==> src/rtl/lmpf_pkg.sv <==
// Shared constants, types and register codes of the local maximum peak finder.
package lmpf_pkg;

	localparam int MAX_COLS  = 32;
	localparam int MAX_ROWS  = 1024;
	localparam int SAMPLE_W  = 16;
	localparam int ROW_W     = 11;
	localparam int COL_W     = 6;
	localparam int NUM_W     = 16;
	localparam int ADDR_W    = $clog2(MAX_COLS);

	localparam int REG_LSB   = 2;
	localparam int REG_IDX_W = 2;
	localparam int APB_AW    = REG_IDX_W + REG_LSB;
	localparam int APB_DW    = 32;

	localparam int FIFO_DEPTH = 8;
	localparam int FIFO_AW    = $clog2(FIFO_DEPTH);
	localparam int FIFO_CW    = FIFO_AW + 1;

	typedef logic signed [SAMPLE_W-1:0] smp_t;

	// One line memory word: the row two above and the row one above the incoming row.
	typedef struct packed {
		smp_t up;
		smp_t mid;
	} pair_t;

	typedef struct packed {
		logic             kind;
		logic [ROW_W-1:0] peak_row;
		logic [COL_W-1:0] peak_col;
		logic [NUM_W-1:0] peak_number;
		logic             rescued;
		logic             last;
	} result_t;

	typedef struct packed {
		logic    push0;
		logic    push1;
		result_t word0;
		result_t word1;
	} res_push_t;

	typedef enum logic [REG_IDX_W-1:0] {
		REG_GRID_ROWS  = 2'd0,
		REG_GRID_COLS  = 2'd1,
		REG_TARGET_ROW = 2'd2,
		REG_TARGET_COL = 2'd3
	} reg_idx_t;

	typedef enum logic [1:0] {
		ST_RUN,
		ST_FLUSH,
		ST_VERDICT
	} ctrl_state_t;

	localparam logic KIND_PEAK    = 1'b0;
	localparam logic KIND_VERDICT = 1'b1;

endpackage

==> src/rtl/lmpf_intf.sv <==
// Stream interfaces for the sample input and the result output.
interface lmpf_sample_if;
	import lmpf_pkg::*;
	logic valid;
	logic ready;
	smp_t sample;
	modport source(output valid, output sample, input ready);
	modport sink(input valid, input sample, output ready);
endinterface

interface lmpf_result_if;
	import lmpf_pkg::*;
	logic             valid;
	logic             ready;
	logic             kind;
	logic [ROW_W-1:0] peak_row;
	logic [COL_W-1:0] peak_col;
	logic [NUM_W-1:0] peak_number;
	logic             rescued;
	logic             last;
	modport source(output valid, output kind, output peak_row, output peak_col,
		output peak_number, output rescued, output last, input ready);
	modport sink(input valid, input kind, input peak_row, input peak_col,
		input peak_number, input rescued, input last, output ready);
endinterface

==> src/rtl/local_maximum_peak_finder.sv <==
// Top level: 3x3 strict local maximum finder over a streamed grid, with line memory.
// A sample is accepted every cycle while the result port keeps up; its peak reports
// enter the result queue in the next cycle and can be taken in the cycle after that.
// The last sample of a grid holds off input while it is judged, the final row is
// swept column by column and the verdict word is queued.
// Reset is asynchronous and active low; it clears counters, control and configuration
// registers, while the line memory keeps its contents and is never cleared.
module local_maximum_peak_finder (
	input  logic                        clk,
	input  logic                        arst_n,
	lmpf_sample_if.sink                 samples,
	lmpf_result_if.source               results,
	input  logic                        psel,
	input  logic                        penable,
	input  logic                        pwrite,
	input  logic [lmpf_pkg::APB_AW-1:0] paddr,
	input  logic [lmpf_pkg::APB_DW-1:0] pwdata,
	output logic [lmpf_pkg::APB_DW-1:0] prdata,
	output logic                        pready
);
	import lmpf_pkg::*;

	// Configuration registers.
	logic [ROW_W-1:0] grid_rows_q;
	logic [COL_W-1:0] grid_cols_q;
	logic [ROW_W-1:0] target_row_q;
	logic [COL_W-1:0] target_col_q;
	logic             cfg_wr;
	reg_idx_t         cfg_idx;

	// Position and sizes.
	logic [ROW_W-1:0]  rows_sat;
	logic [COL_W-1:0]  cols_sat;
	logic [ADDR_W-1:0] col_index_q;
	logic [ROW_W-1:0]  row_index_q;
	logic [ADDR_W-1:0] col_cur;
	logic              row_end;
	logic              last_row;
	logic              in_rdy;
	logic              acc;

	// Evaluation stage.
	logic              s1_valid_q;
	smp_t              sample_s1;
	logic [ADDR_W-1:0] col_s1;
	logic [ROW_W-1:0]  row_s1;
	logic              row_end_s1;
	logic              grid_end_s1;
	logic              fwd_s1;
	pair_t             fwd_pair_s1;

	// Line memory.
	pair_t             rd_pair;
	pair_t             cur_pair;
	pair_t             wr_pair;
	logic              ram_re;
	logic [ADDR_W-1:0] ram_raddr;
	smp_t              up_c;
	smp_t              mid_c;

	// Sliding windows of the two previous columns.
	smp_t up_w1_q, up_w2_q, mid_w1_q, mid_w2_q, low_w1_q, low_w2_q;

	// Stream evaluation.
	logic                     has1, has2, up_ok, any_row;
	logic [7:0][SAMPLE_W-1:0] nb_a, nb_b;
	logic                     pk_a, pk_b;

	// Final-row sweep.
	ctrl_state_t              state_q, state_d;
	logic [COL_W-1:0]         fl_step_q;
	logic [ROW_W-1:0]         fl_row_q;
	pair_t                    fl_prev_q, fl_cur_q;
	logic                     room, fl_go, vd_go, fl_rd_en;
	logic                     fl_left, fl_right, fl_eval, fl_up_ok;
	logic [7:0][SAMPLE_W-1:0] nb_f;
	logic                     pk_f;
	logic [COL_W-1:0]         fl_col1;

	// Counting and results.
	logic [NUM_W-1:0]   total_q;
	logic               tgt_hit_q;
	logic [NUM_W-1:0]   num1, num2;
	logic               hit_a, hit_b, hit_f, hit_any;
	res_push_t          push;
	logic [FIFO_CW-1:0] fifo_count;

	function automatic smp_t gate(smp_t v, logic en);
		return en ? v : smp_t'(0);
	endfunction

	function automatic logic beats(smp_t v, logic [7:0][SAMPLE_W-1:0] nb);
		logic ok;
		ok = 1'b1;
		for (int i = 0; i < 8; i++) begin
			ok = ok && (v > $signed(nb[i]));
		end
		return ok;
	endfunction

	function automatic result_t make_peak(logic [ROW_W-1:0] r, logic [COL_W-1:0] c,
		logic [NUM_W-1:0] n);
		result_t w;
		w.kind        = KIND_PEAK;
		w.peak_row    = r;
		w.peak_col    = c;
		w.peak_number = n;
		w.rescued     = 1'b0;
		w.last        = 1'b0;
		return w;
	endfunction

	// ---------------------------------------------------------------- config port
	assign pready  = 1'b1;
	assign cfg_idx = reg_idx_t'(paddr[APB_AW-1:REG_LSB]);
	assign cfg_wr  = psel && penable && pwrite;

	always_ff @(posedge clk or negedge arst_n) begin
		if (!arst_n) begin
			grid_rows_q  <= ROW_W'(1);
			grid_cols_q  <= COL_W'(1);
			target_row_q <= '0;
			target_col_q <= '0;
		end else if (cfg_wr) begin
			unique case (cfg_idx)
				REG_GRID_ROWS:  grid_rows_q  <= pwdata[ROW_W-1:0];
				REG_GRID_COLS:  grid_cols_q  <= pwdata[COL_W-1:0];
				REG_TARGET_ROW: target_row_q <= pwdata[ROW_W-1:0];
				REG_TARGET_COL: target_col_q <= pwdata[COL_W-1:0];
			endcase
		end
	end

	always_comb begin
		unique case (cfg_idx)
			REG_GRID_ROWS:  prdata = APB_DW'(grid_rows_q);
			REG_GRID_COLS:  prdata = APB_DW'(grid_cols_q);
			REG_TARGET_ROW: prdata = APB_DW'(target_row_q);
			REG_TARGET_COL: prdata = APB_DW'(target_col_q);
		endcase
	end

	// ---------------------------------------------------------------- position
	always_comb begin
		if (grid_rows_q == '0) begin
			rows_sat = ROW_W'(1);
		end else if (grid_rows_q > ROW_W'(MAX_ROWS)) begin
			rows_sat = ROW_W'(MAX_ROWS);
		end else begin
			rows_sat = grid_rows_q;
		end
		if (grid_cols_q == '0) begin
			cols_sat = COL_W'(1);
		end else if (grid_cols_q > COL_W'(MAX_COLS)) begin
			cols_sat = COL_W'(MAX_COLS);
		end else begin
			cols_sat = grid_cols_q;
		end
	end

	// A column beyond a narrowed grid ends the row.
	assign col_cur  = (COL_W'(col_index_q) >= cols_sat) ?
		ADDR_W'(cols_sat - COL_W'(1)) : col_index_q;
	assign row_end  = (COL_W'(col_cur) == cols_sat - COL_W'(1));
	assign last_row = ((ROW_W+1)'(row_index_q) + (ROW_W+1)'(1)) >= (ROW_W+1)'(rows_sat);

	// Room is kept for two words from the stage in flight and two from the new word.
	assign in_rdy = (state_q == ST_RUN) && !(s1_valid_q && grid_end_s1) &&
		((FIFO_CW+1)'(fifo_count) + (s1_valid_q ? (FIFO_CW+1)'(4) : (FIFO_CW+1)'(2))
		<= (FIFO_CW+1)'(FIFO_DEPTH));
	assign samples.ready = in_rdy;
	assign acc = samples.valid && in_rdy;

	always_ff @(posedge clk or negedge arst_n) begin
		if (!arst_n) begin
			col_index_q <= '0;
			row_index_q <= '0;
		end else if (acc) begin
			if (row_end) begin
				col_index_q <= '0;
				row_index_q <= last_row ? '0 : row_index_q + ROW_W'(1);
			end else begin
				col_index_q <= col_cur + ADDR_W'(1);
			end
		end
	end

	// ---------------------------------------------------------------- evaluation stage
	always_ff @(posedge clk or negedge arst_n) begin
		if (!arst_n) begin
			s1_valid_q <= 1'b0;
		end else begin
			s1_valid_q <= acc;
		end
	end

	always_ff @(posedge clk) begin
		if (acc) begin
			sample_s1   <= samples.sample;
			col_s1      <= col_cur;
			row_s1      <= row_index_q;
			row_end_s1  <= row_end;
			grid_end_s1 <= row_end && last_row;
			// The word in flight writes the entry this read fetches; pass its data over.
			fwd_s1      <= s1_valid_q && (col_s1 == col_cur);
			fwd_pair_s1 <= wr_pair;
		end
	end

	assign cur_pair = fwd_s1 ? fwd_pair_s1 : rd_pair;
	assign up_c     = cur_pair.up;
	assign mid_c    = cur_pair.mid;

	always_comb begin
		wr_pair.up  = mid_c;
		wr_pair.mid = sample_s1;
	end

	assign ram_raddr = (state_q == ST_FLUSH) ? fl_step_q[ADDR_W-1:0] : col_cur;
	assign ram_re    = acc || fl_rd_en;

	lmpf_ram #(
		.WIDTH($bits(pair_t)),
		.DEPTH(MAX_COLS)
	) u_line_ram (
		.clk  (clk),
		.we   (s1_valid_q),
		.waddr(col_s1),
		.wdata(wr_pair),
		.re   (ram_re),
		.raddr(ram_raddr),
		.rdata(rd_pair)
	);

	always_ff @(posedge clk) begin
		if (s1_valid_q) begin
			up_w2_q  <= up_w1_q;
			up_w1_q  <= up_c;
			mid_w2_q <= mid_w1_q;
			mid_w1_q <= mid_c;
			low_w2_q <= low_w1_q;
			low_w1_q <= sample_s1;
		end
	end

	// Cell up and left of the new sample is judged now; at a row end, the cell above the sample too.
	always_comb begin
		has1    = (col_s1 != '0);
		has2    = (col_s1 > ADDR_W'(1));
		up_ok   = (row_s1 > ROW_W'(1));
		any_row = (row_s1 != '0);
		nb_a = {gate(up_w2_q, up_ok && has2), gate(up_w1_q, up_ok), gate(up_c, up_ok),
			gate(mid_w2_q, has2), mid_c, gate(low_w2_q, has2), low_w1_q, sample_s1};
		nb_b = {gate(up_w1_q, up_ok && has1), gate(up_c, up_ok), smp_t'(0),
			gate(mid_w1_q, has1), smp_t'(0), gate(low_w1_q, has1), sample_s1, smp_t'(0)};
		pk_a = s1_valid_q && any_row && has1 && beats(mid_w1_q, nb_a);
		pk_b = s1_valid_q && any_row && row_end_s1 && beats(mid_c, nb_b);
	end

	// ---------------------------------------------------------------- final-row sweep
	assign room = (fifo_count < FIFO_CW'(FIFO_DEPTH));

	always_ff @(posedge clk or negedge arst_n) begin
		if (!arst_n) begin
			state_q <= ST_RUN;
		end else begin
			state_q <= state_d;
		end
	end

	always_comb begin
		state_d = state_q;
		fl_go   = 1'b0;
		vd_go   = 1'b0;
		unique case (state_q)
			ST_RUN: begin
				if (s1_valid_q && grid_end_s1) begin
					state_d = ST_FLUSH;
				end
			end
			ST_FLUSH: begin
				fl_go = room;
				if (room && (fl_step_q == cols_sat + COL_W'(1))) begin
					state_d = ST_VERDICT;
				end
			end
			ST_VERDICT: begin
				vd_go = room;
				if (room) begin
					state_d = ST_RUN;
				end
			end
			default: begin
				state_d = ST_RUN;
			end
		endcase
	end

	assign fl_rd_en = fl_go && (fl_step_q < cols_sat);

	always_ff @(posedge clk or negedge arst_n) begin
		if (!arst_n) begin
			fl_step_q <= '0;
		end else if (state_q != ST_FLUSH) begin
			fl_step_q <= '0;
		end else if (fl_go) begin
			fl_step_q <= fl_step_q + COL_W'(1);
		end
	end

	always_ff @(posedge clk) begin
		if (s1_valid_q && grid_end_s1) begin
			fl_row_q <= row_s1;
		end
		if (fl_go) begin
			fl_prev_q <= fl_cur_q;
			fl_cur_q  <= rd_pair;
		end
	end

	// At step i the read data holds column i-1 and the cell in column i-2 is judged.
	always_comb begin
		fl_left  = (fl_step_q >= COL_W'(3));
		fl_right = (fl_step_q <= cols_sat);
		fl_eval  = (fl_step_q >= COL_W'(2));
		fl_up_ok = (fl_row_q != '0);
		fl_col1  = fl_step_q - COL_W'(1);
		nb_f = {gate(fl_prev_q.up, fl_up_ok && fl_left), gate(fl_cur_q.up, fl_up_ok),
			gate(rd_pair.up, fl_up_ok && fl_right), gate(fl_prev_q.mid, fl_left),
			gate(rd_pair.mid, fl_right), smp_t'(0), smp_t'(0), smp_t'(0)};
		pk_f = fl_go && fl_eval && beats(fl_cur_q.mid, nb_f);
	end

	// ---------------------------------------------------------------- results
	always_comb begin
		num1  = total_q + NUM_W'(1);
		num2  = total_q + NUM_W'(2);
		hit_a = (row_s1 == target_row_q) && (COL_W'(col_s1) == target_col_q);
		hit_b = (row_s1 == target_row_q) && (COL_W'(col_s1) + COL_W'(1) == target_col_q);
		hit_f = (fl_row_q + ROW_W'(1) == target_row_q) && (fl_col1 == target_col_q);
		hit_any = (pk_a && hit_a) || (pk_b && hit_b) || (pk_f && hit_f);
		push = '0;
		priority if (pk_a) begin
			push.push0 = 1'b1;
			push.word0 = make_peak(row_s1, COL_W'(col_s1), num1);
			if (pk_b) begin
				push.push1 = 1'b1;
				push.word1 = make_peak(row_s1, COL_W'(col_s1) + COL_W'(1), num2);
			end
		end else if (pk_b) begin
			push.push0 = 1'b1;
			push.word0 = make_peak(row_s1, COL_W'(col_s1) + COL_W'(1), num1);
		end else if (pk_f) begin
			push.push0 = 1'b1;
			push.word0 = make_peak(fl_row_q + ROW_W'(1), fl_col1, num1);
		end else if (vd_go) begin
			push.push0             = 1'b1;
			push.word0.kind        = KIND_VERDICT;
			push.word0.peak_row    = '0;
			push.word0.peak_col    = '0;
			push.word0.peak_number = total_q;
			push.word0.rescued     = !tgt_hit_q;
			push.word0.last        = 1'b1;
		end
	end

	always_ff @(posedge clk or negedge arst_n) begin
		if (!arst_n) begin
			total_q   <= '0;
			tgt_hit_q <= 1'b0;
		end else if (vd_go) begin
			total_q   <= '0;
			tgt_hit_q <= 1'b0;
		end else begin
			total_q <= total_q + NUM_W'(push.push0) + NUM_W'(push.push1);
			if (hit_any) begin
				tgt_hit_q <= 1'b1;
			end
		end
	end

	lmpf_res_fifo u_res_fifo (
		.clk    (clk),
		.arst_n (arst_n),
		.push   (push),
		.results(results),
		.count  (fifo_count)
	);

	// ---------------------------------------------------------------- assertions
	a_grid_end_flushes: assert property (@(posedge clk) disable iff (!arst_n)
		(s1_valid_q && grid_end_s1) |=> (state_q == ST_FLUSH))
		else $error("grid end did not start the final-row sweep");

	a_sweep_bounded: assert property (@(posedge clk) disable iff (!arst_n)
		(state_q == ST_FLUSH) |-> (fl_step_q <= cols_sat + COL_W'(1)))
		else $error("final-row sweep ran past the grid width");

	a_verdict_closes: assert property (@(posedge clk) disable iff (!arst_n)
		(results.valid && results.kind) |-> (results.last && (results.peak_row == '0)))
		else $error("verdict word malformed");

	a_same_entry_forwarded: assert property (@(posedge clk) disable iff (!arst_n)
		(s1_valid_q && $past(s1_valid_q) && (col_s1 == $past(col_s1))) |-> fwd_s1)
		else $error("back-to-back access to one line entry not forwarded");

endmodule

==> src/rtl/lmpf_ram.sv <==
// Generic single-port-write, single-port-read RAM with registered read-first data.
module lmpf_ram #(
	parameter int WIDTH = 32,
	parameter int DEPTH = 32
) (
	input  logic                     clk,
	input  logic                     we,
	input  logic [$clog2(DEPTH)-1:0] waddr,
	input  logic [WIDTH-1:0]         wdata,
	input  logic                     re,
	input  logic [$clog2(DEPTH)-1:0] raddr,
	output logic [WIDTH-1:0]         rdata
);

	logic [WIDTH-1:0] mem_q [DEPTH];
	logic [WIDTH-1:0] rdata_q;

	always_ff @(posedge clk) begin
		if (we) begin
			mem_q[waddr] <= wdata;
		end
		if (re) begin
			rdata_q <= mem_q[raddr];
		end
	end

	assign rdata = rdata_q;

endmodule

==> src/rtl/lmpf_res_fifo.sv <==
// Result queue that takes up to two words a cycle and drives the result port.
module lmpf_res_fifo (
	input  logic                       clk,
	input  logic                       arst_n,
	input  lmpf_pkg::res_push_t        push,
	lmpf_result_if.source              results,
	output logic [lmpf_pkg::FIFO_CW-1:0] count
);
	import lmpf_pkg::*;

	result_t              mem_q [FIFO_DEPTH];
	logic [FIFO_AW-1:0]   head_q;
	logic [FIFO_AW-1:0]   tail_q;
	logic [FIFO_CW-1:0]   count_q;
	logic                 pop;
	result_t              head_word;

	assign pop = results.valid && results.ready;

	always_ff @(posedge clk) begin
		if (push.push0) begin
			mem_q[tail_q] <= push.word0;
		end
		if (push.push1) begin
			mem_q[tail_q + FIFO_AW'(1)] <= push.word1;
		end
	end

	always_ff @(posedge clk or negedge arst_n) begin
		if (!arst_n) begin
			head_q  <= '0;
			tail_q  <= '0;
			count_q <= '0;
		end else begin
			tail_q  <= tail_q + FIFO_AW'(push.push0) + FIFO_AW'(push.push1);
			head_q  <= head_q + FIFO_AW'(pop);
			count_q <= count_q + FIFO_CW'(push.push0) + FIFO_CW'(push.push1) - FIFO_CW'(pop);
		end
	end

	assign head_word           = mem_q[head_q];
	assign results.valid       = (count_q != '0);
	assign results.kind        = head_word.kind;
	assign results.peak_row    = head_word.peak_row;
	assign results.peak_col    = head_word.peak_col;
	assign results.peak_number = head_word.peak_number;
	assign results.rescued     = head_word.rescued;
	assign results.last        = head_word.last;
	assign count               = count_q;

	a_no_overflow: assert property (@(posedge clk) disable iff (!arst_n)
		count_q <= FIFO_CW'(FIFO_DEPTH))
		else $error("result queue overflow");

	a_second_needs_first: assert property (@(posedge clk) disable iff (!arst_n)
		push.push1 |-> push.push0)
		else $error("second word pushed without the first");

endmodule
==> src/flat_wrapper.sv <==
// flat-port wrapper written by rule: the top's interface ports become plain ports
module local_maximum_peak_finder_flat import lmpf_pkg::*;
  (clk, arst_n, psel, penable, pwrite, paddr, pwdata, prdata, pready, samples_valid, samples_sample, samples_ready, results_valid, results_kind, results_peak_row, results_peak_col, results_peak_number, results_rescued, results_last, results_ready);
  lmpf_sample_if samples_i ();
  lmpf_result_if results_i ();
  input  logic clk;
  input  logic arst_n;
  input  logic psel;
  input  logic penable;
  input  logic pwrite;
  input  logic [lmpf_pkg::APB_AW-1:0] paddr;
  input  logic [lmpf_pkg::APB_DW-1:0] pwdata;
  output logic [lmpf_pkg::APB_DW-1:0] prdata;
  output logic pready;
  input wire logic [$bits(samples_i.valid)-1:0] samples_valid;
  input wire logic [$bits(samples_i.sample)-1:0] samples_sample;
  output wire logic [$bits(samples_i.ready)-1:0] samples_ready;
  output wire logic [$bits(results_i.valid)-1:0] results_valid;
  output wire logic [$bits(results_i.kind)-1:0] results_kind;
  output wire logic [$bits(results_i.peak_row)-1:0] results_peak_row;
  output wire logic [$bits(results_i.peak_col)-1:0] results_peak_col;
  output wire logic [$bits(results_i.peak_number)-1:0] results_peak_number;
  output wire logic [$bits(results_i.rescued)-1:0] results_rescued;
  output wire logic [$bits(results_i.last)-1:0] results_last;
  input wire logic [$bits(results_i.ready)-1:0] results_ready;
  assign samples_i.valid = samples_valid;
  assign samples_i.sample = samples_sample;
  assign samples_ready = samples_i.ready;
  assign results_valid = results_i.valid;
  assign results_kind = results_i.kind;
  assign results_peak_row = results_i.peak_row;
  assign results_peak_col = results_i.peak_col;
  assign results_peak_number = results_i.peak_number;
  assign results_rescued = results_i.rescued;
  assign results_last = results_i.last;
  assign results_i.ready = results_ready;
  local_maximum_peak_finder u_core (.clk(clk), .arst_n(arst_n), .samples(samples_i), .results(results_i), .psel(psel), .penable(penable), .pwrite(pwrite), .paddr(paddr), .pwdata(pwdata), .prdata(prdata), .pready(pready));
endmodule
==> config.mk <==
export PLATFORM = sky130hd
export DESIGN_NAME = local_maximum_peak_finder_flat
export DESIGN_NICKNAME = d
export VERILOG_FILES = /design/src/rtl/lmpf_pkg.sv /design/src/rtl/lmpf_intf.sv /design/src/rtl/local_maximum_peak_finder.sv /design/src/rtl/lmpf_ram.sv /design/src/rtl/lmpf_res_fifo.sv /design/src/flat_wrapper.sv
export SDC_FILE = /design/constraint.sdc
export NUM_CORES = 2
export LEC_CHECK = 0
export ABC_AREA = 1
export CORE_ASPECT_RATIO = 0.8
export CORE_MARGIN = 5
export CORE_UTILIZATION = 50
export DETAILED_ROUTE_END_ITERATION = 7
export DONT_BUFFER_PORTS = 1
export PLACE_DENSITY_LB_ADDON = 0.3
export SYNTH_ARGS = -nofsm -noshare
export SYNTH_HDL_FRONTEND = slang
export SYNTH_SLANG_ARGS = --single-unit
export TNS_END_PERCENT = 100
==> constraint.sdc <==
create_clock -name clk -period 7 [get_ports clk]
set_input_delay 1.4 -clock clk [delete_from_list [all_inputs] [get_ports clk]]
set_output_delay 1.4 -clock clk [all_outputs]
set_load 0.02 [all_outputs]
# [Word-level counts from Yosys, hierarchy flattened]
# Memories as Yosys holds them, arrays and structs flattened. A register that Yosys moved wholly into a read port is not among the register bits.
# Cells that the tools add are included.
[classes] n_addsub=21 n_shift=0 n_bitwise=0 n_mul=0 n_reduce_logical=69 magnitude_cmp=32 mux=56 div_mod_pow=0 n_eq_ne=17
[op_table] operator="$gt A16 B16 Y1" count=18
[op_table] operator="$mux W16" count=14
[op_table] operator="$mux W36" count=5
[op_table] operator="$pmux W32 S4" count=1
[op_table] operator="$mux W35" count=2
[op_table] operator="$logic_and A1 B1 Y1" count=47
[op_table] operator="$reduce_or A36 Y1" count=1
[op_table] operator="$mux W11" count=3
[op_table] operator="$add A16 B1 Y16" count=2
[op_table] operator="$gt A16 B1 Y1 const B" count=2
[op_table] operator="$mux W32" count=1
[op_table] operator="$mux W6" count=4
[op_table] operator="$add A11 B1 Y11 const B" count=2
[op_table] operator="$eq A11 B11 Y1" count=2
[op_table] operator="$reduce_bool A11 Y1" count=2
[op_table] operator="$eq A6 B6 Y1" count=3
[op_table] operator="$mux W1" count=17
[op_table] operator="$add A16 B1 Y16 const B" count=1
[op_table] operator="$add A16 B2 Y16 const B" count=1
[op_table] operator="$mux W5" count=3
[op_table] operator="$add A11 B1 Y12 const B" count=1
[op_table] operator="$add A6 B1 Y6 const B" count=2
[op_table] operator="$eq A5 B6 Y1" count=2
[op_table] operator="$ge A12 B11 Y1" count=1
[op_table] operator="other kinds (36)" count=58
[totals] inputBits=59 word_cells=230 latchBits=0 mem_count=2 output_inout_bits=71 rom_bits=0 ram_bits=1312 register_bits=324
[memory_table] memory="u_core.u_line_ram.mem_q" depth=32 word_bits=32 rd=1 rd_clocked_by_memory_dff=1 write_ports=1 line="lmpf_ram.sv:15" rtl="logic [WIDTH-1:0] mem_q [DEPTH];"
[memory_table] memory="u_core.u_res_fifo.mem_q" depth=8 word_bits=36 rd=1 rd_clocked_by_memory_dff=0 write_ports=1 line="lmpf_res_fifo.sv:11" rtl="result_t mem_q [FIFO_DEPTH];"

# [Longest topological paths before layout]
[logic_depth] ltp_word=18 depth_mapped=38 ltp_nobuf=37

# [Modules after synthesis]
# From an unflattened synthesis, not the netlist that was laid out.
[hier_totals] hier_cells=8839 area_unflattened_um2=84081.9
[modules_own_cells] module="lmpf_ram" n_inst=1 area_per_inst_um2=42726.0 cells_per_inst=3536 seq_area_each_um2=31710.4
[modules_own_cells] module="local_maximum_peak_finder" n_inst=1 area_per_inst_um2=23256.1 cells_per_inst=2925 seq_area_each_um2=9051.2
[modules_own_cells] module="lmpf_res_fifo" n_inst=1 area_per_inst_um2=18099.9 cells_per_inst=2378 seq_area_each_um2=8898.5

# [Worst setup path after synthesis]
# Ideal clock, no wire load.
[synth_timing] kind="reg2reg" start="register u_core.s1_valid_q" end="register u_core.col_s1[0] (enable)" n_path_buf=2 setup_ps=458 arrival_ps=6084 required_time_ps=6542 stages_incl_launch_ff=12 synth_period_minus_slack_ps=6542 setup_slack_ps=458 cell_sequence="dfrtp_1 clkbuf_1 inv_1 ha_1 inv_1 fa_1 xor2_1 a31oi_1 nor2_1 nand2_1 clkinv_1 clkbuf_1"
[synth_between] elab_chain_cells=5 word_cells_on_any_way=8 cone_classes="add/sub: 1; order compare: 1; mux: 1; reduce/logical: 5"
[synth_lines] element="start, declared" line="local_maximum_peak_finder.sv:43" rtl="logic s1_valid_q;"
[synth_lines] element="start signal, assigned" line="local_maximum_peak_finder.sv:191" rtl="s1_valid_q <= 1'b0;"
[synth_lines] element="start signal, assigned" line="local_maximum_peak_finder.sv:193" rtl="s1_valid_q <= acc;"
[synth_lines] element="$mux W3 / $logic_and A1 B1 Y1 (equally long branches)" line="local_maximum_peak_finder.sv:169, local_maximum_peak_finder.sv:168"
[synth_lines] element="$add A4 B5 Y5 / $logic_not A1 Y1 (equally long branches)" line="local_maximum_peak_finder.sv:169, local_maximum_peak_finder.sv:168"
[synth_lines] element="$le A5 B4 Y1 / $logic_and A1 B1 Y1 (equally long branches)" line="local_maximum_peak_finder.sv:170, local_maximum_peak_finder.sv:168"
[synth_lines] element="$logic_and A1 B1 Y1 (*)" line="local_maximum_peak_finder.sv:168" rtl="assign in_rdy = (state_q == ST_RUN) && !(s1_valid_q && grid_end_s1) &&"
[synth_lines] element="named net samples_ready" line="flat_wrapper.sv:17" rtl="output wire logic [$bits(samples_i.ready)-1:0] samples_ready;"
[synth_lines] element="$logic_and A1 B1 Y1 (*)" line="local_maximum_peak_finder.sv:172" rtl="assign acc = samples.valid && in_rdy;"
[synth_lines] element="named net u_core.acc" line="local_maximum_peak_finder.sv:40" rtl="logic acc;"
[synth_lines] element="end signal, assigned" line="local_maximum_peak_finder.sv:200" rtl="col_s1 <= col_cur;"
[synth_lines] element="end, declared" line="local_maximum_peak_finder.sv:45" rtl="logic [ADDR_W-1:0] col_s1;"
# Mark *: on every way through the listed nets, which the timed path passes. The rest lies on a longest branch.
# A chain may end at the register's enable or synchronous reset.

# [Worst setup path in the final report]
[layout_timing] start="register u_core.col_s1[0]" end="register u_core.total_q[12]"
[layout_between] elab_chain_cells=15 word_cells_on_any_way=38 cone_classes="add/sub: 2; order compare: 7; mux: 11; reduce/logical: 18"
[layout_lines] element="branches (longest 13 deep; another with $gt A16 B16 Y1)"
[layout_lines] element="$add A16 B1 Y16 (*)" line="local_maximum_peak_finder.sv:375" rtl="total_q <= total_q + NUM_W'(push.push0) + NUM_W'(push.push1);"
[layout_lines] element="$mux W16 (*)" line="local_maximum_peak_finder.sv:371" rtl="end else if (vd_go) begin"
[layout_lines] element="end signal, assigned" line="local_maximum_peak_finder.sv:375"
[layout_lines] element="end, declared" line="local_maximum_peak_finder.sv:81" rtl="logic [NUM_W-1:0] total_q;"
# Every way passes the cells marked *.

==> impl.org <==
** Setup path
- The number of buffers and inverters on the critical path is 6.
- Startpoint class of the critical path :: flip-flop
- The slowest stage of the critical path is the nor2_1 cell.
- Startpoint of the worst register-to-register path :: u_core.col_s1[0]
- Peak fanout along the critical path :: 15
- The worst setup path is of the reg -> reg kind.
- Most common cell type on the critical path :: nor2_1
- At the worst endpoint, the required time is 7.69 ns.
- In this run the register-to-register setup slack is 0.49 ns.
- On the worst path, the slowest cell contributes a delay of 0.84 ns.
- Number of cells traversed by the worst register-to-register path :: 28
- Critical Path End Type :: flip-flop
- In this run the critical register-to-register path is captured at u_core.total_q[12].
- Data arrival time at the worst-slack endpoint :: 7.20 ns
- Gate family responsible for the most delay along the worst path :: simple AND/OR/NAND/NOR gates

** Timing
- Final max-slew violation count :: 0
- The number of endpoints with negative hold slack in the final report was 0.
- Highest clock rate :: 0.1537 GHz
- Dividing the final minimum period by the clock period gives 0.9293.
- Final worst path period need :: 6.505 ns
- Clock tree skew after final layout :: 0.05237 ns
- RSZ-0062 raised after global routing :: no
- Setup violations remaining at the end of the flow were counted as 0.
- After routing, the total negative slack on setup checks comes to 0 ns.
- Max-slew headroom :: 0.2045
- At the pin with the least slew margin, the transition time is 1.193 ns.

** Routing
- Wire length per cell after detailed routing :: 21.69 um
- Via count :: 56210
- Iteration-0 DRC count of the detailed router :: 6836
- Wire length after detailed routing :: 220000 um
- Number of iterations in the first detailed-routing pass :: 6
- Once detail routing completed, the nets flagged for antenna violations numbered 0.
- Count of unresolved DRC violations after routing :: 0
- Routed vias/inst :: 5.544

** Synthesis
- Predominant post-synthesis flop cell :: edfxtp_1
- For this run, asynchronously set or reset flops after synthesis account for 0.05181.
- Of the post-synthesis cell area, the dominant cell type holds 0.5950.
- Ranked by total cell area, the synthesized netlist is headed by edfxtp_1 60%, nand2_1 11%, nand3_1 5.5%, ha_1 5.3%, inv_1 4.6%.
- The largest total area in the synthesized netlist belongs to edfxtp_1.
- Number of enable-type register cells in the synthesized netlist :: 1574
- The cell count after synthesis came out at 7890.
- Sequential share of the synthesized area :: 0.6222
- Post-synthesis sequential element count :: 1660
- Synth unique cells :: 61
- Warnings from Yosys :: 0
- The average instance in the mapped netlist occupies 10.07 sq um.
- The synthesized netlist occupies a cell area of 79430 sq um.

** Clock tree
- The longest clock path from root to sink contains 3 buffers.
- Skew-Pair Late Insertion Delay :: 0.81 ns
- Total CTS buffers :: 163
- Clock-pin slew was measured on the worst setup and hold paths at 0.07 ns.
- Number of hold buffers added after CTS :: 0
- TritonCTS built the clock tree.
- Post-cts sizing count :: 0
- Count of clock tree sinks :: 1660
- Number of buffers inserted by post-CTS setup repair :: 0
- Clock root buffer :: clkbuf_16
- Total number of H-tree levels :: 4

** Place
- Summed over all nets, the half-perimeter wirelength after detailed placement is 129000 um.
- Counting tap cells, the placed design contains a total of 9839 instances.
- At the end of routability-driven placement, the weighted congestion stood at 0.9318.
- The count of buffers added on input and output ports is 0.

** Power and ir drop
- Pwr/cell area :: 492.4 nW/um^2
- Peak VDD IR :: 684.9 uV
- Power after layout :: 43.03 mW
- Static leakage :: 36.52 nW

** Floorplanning
- Vertical die dimension :: 366.5 um
- 130 I/O pins were placed.
- The initialized floorplan defines 130 standard-cell rows.
- The floorplan step defined a die boundary enclosing 167000 sq um.
- The initial utilization of the core area, before any placement, comes to 0.5045.
- The die is 455.6 um wide.
- The total area inside the core boundary comes to 157500 sq um.

** Job
- Max-cap violations in this run came to 0.

** Global routing
- The number of global-route vias before repair came to 53120.
- Number of antenna violations at the first check in global routing :: 1
- Sum of overflow across all layers after global routing :: 0
- In the global route stage, overall resource usage came out at 0.2570.
- The first global-routing pass estimated 327400 um of wire.
- Maximum number of pins on one net before global-route repair :: 143

** Min path
- In this run the worst hold path is classified as in -> async.

** Cells and area
- For this run, the post-layout net count is 8293.
- Count of non-filler cells in the finished layout :: 10140
- Area Growth Syn to Fin :: 10.01%
- Layout cell share with drive strength beyond 1 :: 0.06456

** Run status
- Result of the run :: completed
==> worst reg2reg max path: cells and delay by family, from the launching register on <==
kind / cells / cell delay [ns]
simple gates: 17 / 3.44
compound gates: 1 / 0.27
flops: 1 / 0.60
fa+ha+maj: 4 / 1.40
buf+inv: 6 / 0.67
==> layout by cell type, fill, tap and decap left out, types with 48 or more instances in the layout <==
master	instances
clkbuf_16	166
nand2_1	2276
edfxtp_1	1574
nor2_1	496
ha_1	337
nand3_1	878
inv_1	972
clkbuf_1	48
buf_4	142
o21ai_0	259
dfrtp_1	81
xor2_1	57
a21oi_1	169
==> routing by layer <==
layer | wire length [um] | share of wire | GRT usage
met5 | 0 | 0 | 0
met1 | 93160 | 0.42 | 0.3682
met4 | 7503 | 0.034 | 0.08659
met3 | 22090 | 0.10 | 0.05037
met2 | 97200 | 0.44 | 0.3956
==> synth_stat cells, types with 13 or more instances <==
| cell type | count |
|---|---|
| nand2_1 | 2278 |
| edfxtp_1 | 1574 |
| inv_1 | 974 |
| nand3_1 | 878 |
| nor2_1 | 538 |
| ha_1 | 337 |
| o21ai_0 | 261 |
| a21oi_1 | 170 |
| buf_2 | 157 |
| clkbuf_1 | 120 |
| dfrtp_1 | 84 |
| xor2_1 | 57 |
| or2_2 | 42 |
| o22ai_1 | 41 |
| a31oi_1 | 40 |
| nand4_1 | 40 |
| nand3b_1 | 35 |
| buf_4 | 29 |
| nor3_1 | 28 |
| buf_6 | 22 |
| buf_1 | 17 |
| mux2_2 | 15 |
| o21a_1 | 13 |
==> worst max path at each step <==
stage | from | endpoint | slack (ns) | cells after the start
final | u_core.col_s1[0] | u_core.total_q[12] | 0.49 | 28
after detailed placement | u_core.col_s1[2] | u_core.total_q[12] | 0.70 | 32
after global placement | u_core.col_s1[2] | u_core.total_q[12] | 0.83 | 30
after CTS | u_core.col_s1[2] | u_core.total_q[12] | 0.66 | 32
after global routing | u_core.col_s1[2] | u_core.total_q[12] | 0.11 | 31
after floorplan | u_core.s1_valid_q | u_core.col_s1[0] | 0.46 | 11
==> cell type report <==
cell class                 count  area [sq um]
antenna                        3         7.507
sequential                  1660         49430
inverter                     989          3725
fill                       13310         70070
clock buffer                 216          4362
multi-input combinational   4915         25030
timing repair buffer         163          1486
clock inverter                81         701.9
tap                         2112          2643
==> power breakdown <==
group / leakage, nW / total, mW / internal, mW / switching (mW)
clock: 2.45 / 8.45 / 4.64 / 3.81
combinational: 18.5 / 20.8 / 5.77 / 15.1
sequential: 15.6 / 13.7 / 12.9 / 0.860
total: 36.5 / 43.0 / 23.3 / 19.8
==> kinds of logic (layout without fill, tap and decap cells) <==
group	count (synthesis)	count (layout)	synth area share
flops	1660	1660	0.6222
buf+inv	1335	1449	0.06902
other cells	2	25	0.00009454
fa+ha+maj	342	342	0.05434
simple gates	3876	3876	0.2033
xor+xnor	68	68	0.007592
mux	15	15	0.002126
compound gates	592	592	0.04138
==> stage by stage <==
stage	hold slack [ns]	instance area, sq um	worst slack (ns)	utilization
2_1_floorplan	0.4264	79510	0.4577	-
3_3_place_gp	0.4378	82310	0.8319	0.5228
3_5_place_dp	0.4365	82310	0.7031	0.5228
4_1_cts	0.2433	87380	0.6639	0.5549
5_1_grt	0.2639	87380	0.1120	0.5550
6_report	0.3135	87390	0.4950	0.5550
==> state kept, by name, indices dropped and copies added (netlist names), 11 cells and up <==
signal	flops
u_core.target_row_q	11
u_core.fl_cur_q	32
u_core.low_w2_q	16
u_core.mid_w2_q	16
u_core.mid_w1_q	16
u_core.sample_s1	16
u_core.total_q	16
u_core.row_index_q	11
u_core.u_line_ram.mem_q	1024
u_core.u_res_fifo.mem_q	280
u_core.fl_prev_q	32
u_core.fl_row_q	11
u_core.grid_rows_q	11
u_core.u_line_ram.rdata	32
u_core.up_w2_q	16
u_core.up_w1_q	16
u_core.fwd_pair_s1	32
u_core.row_s1	11
u_core.low_w1_q	16
Power figures use the tool's default switching activity.
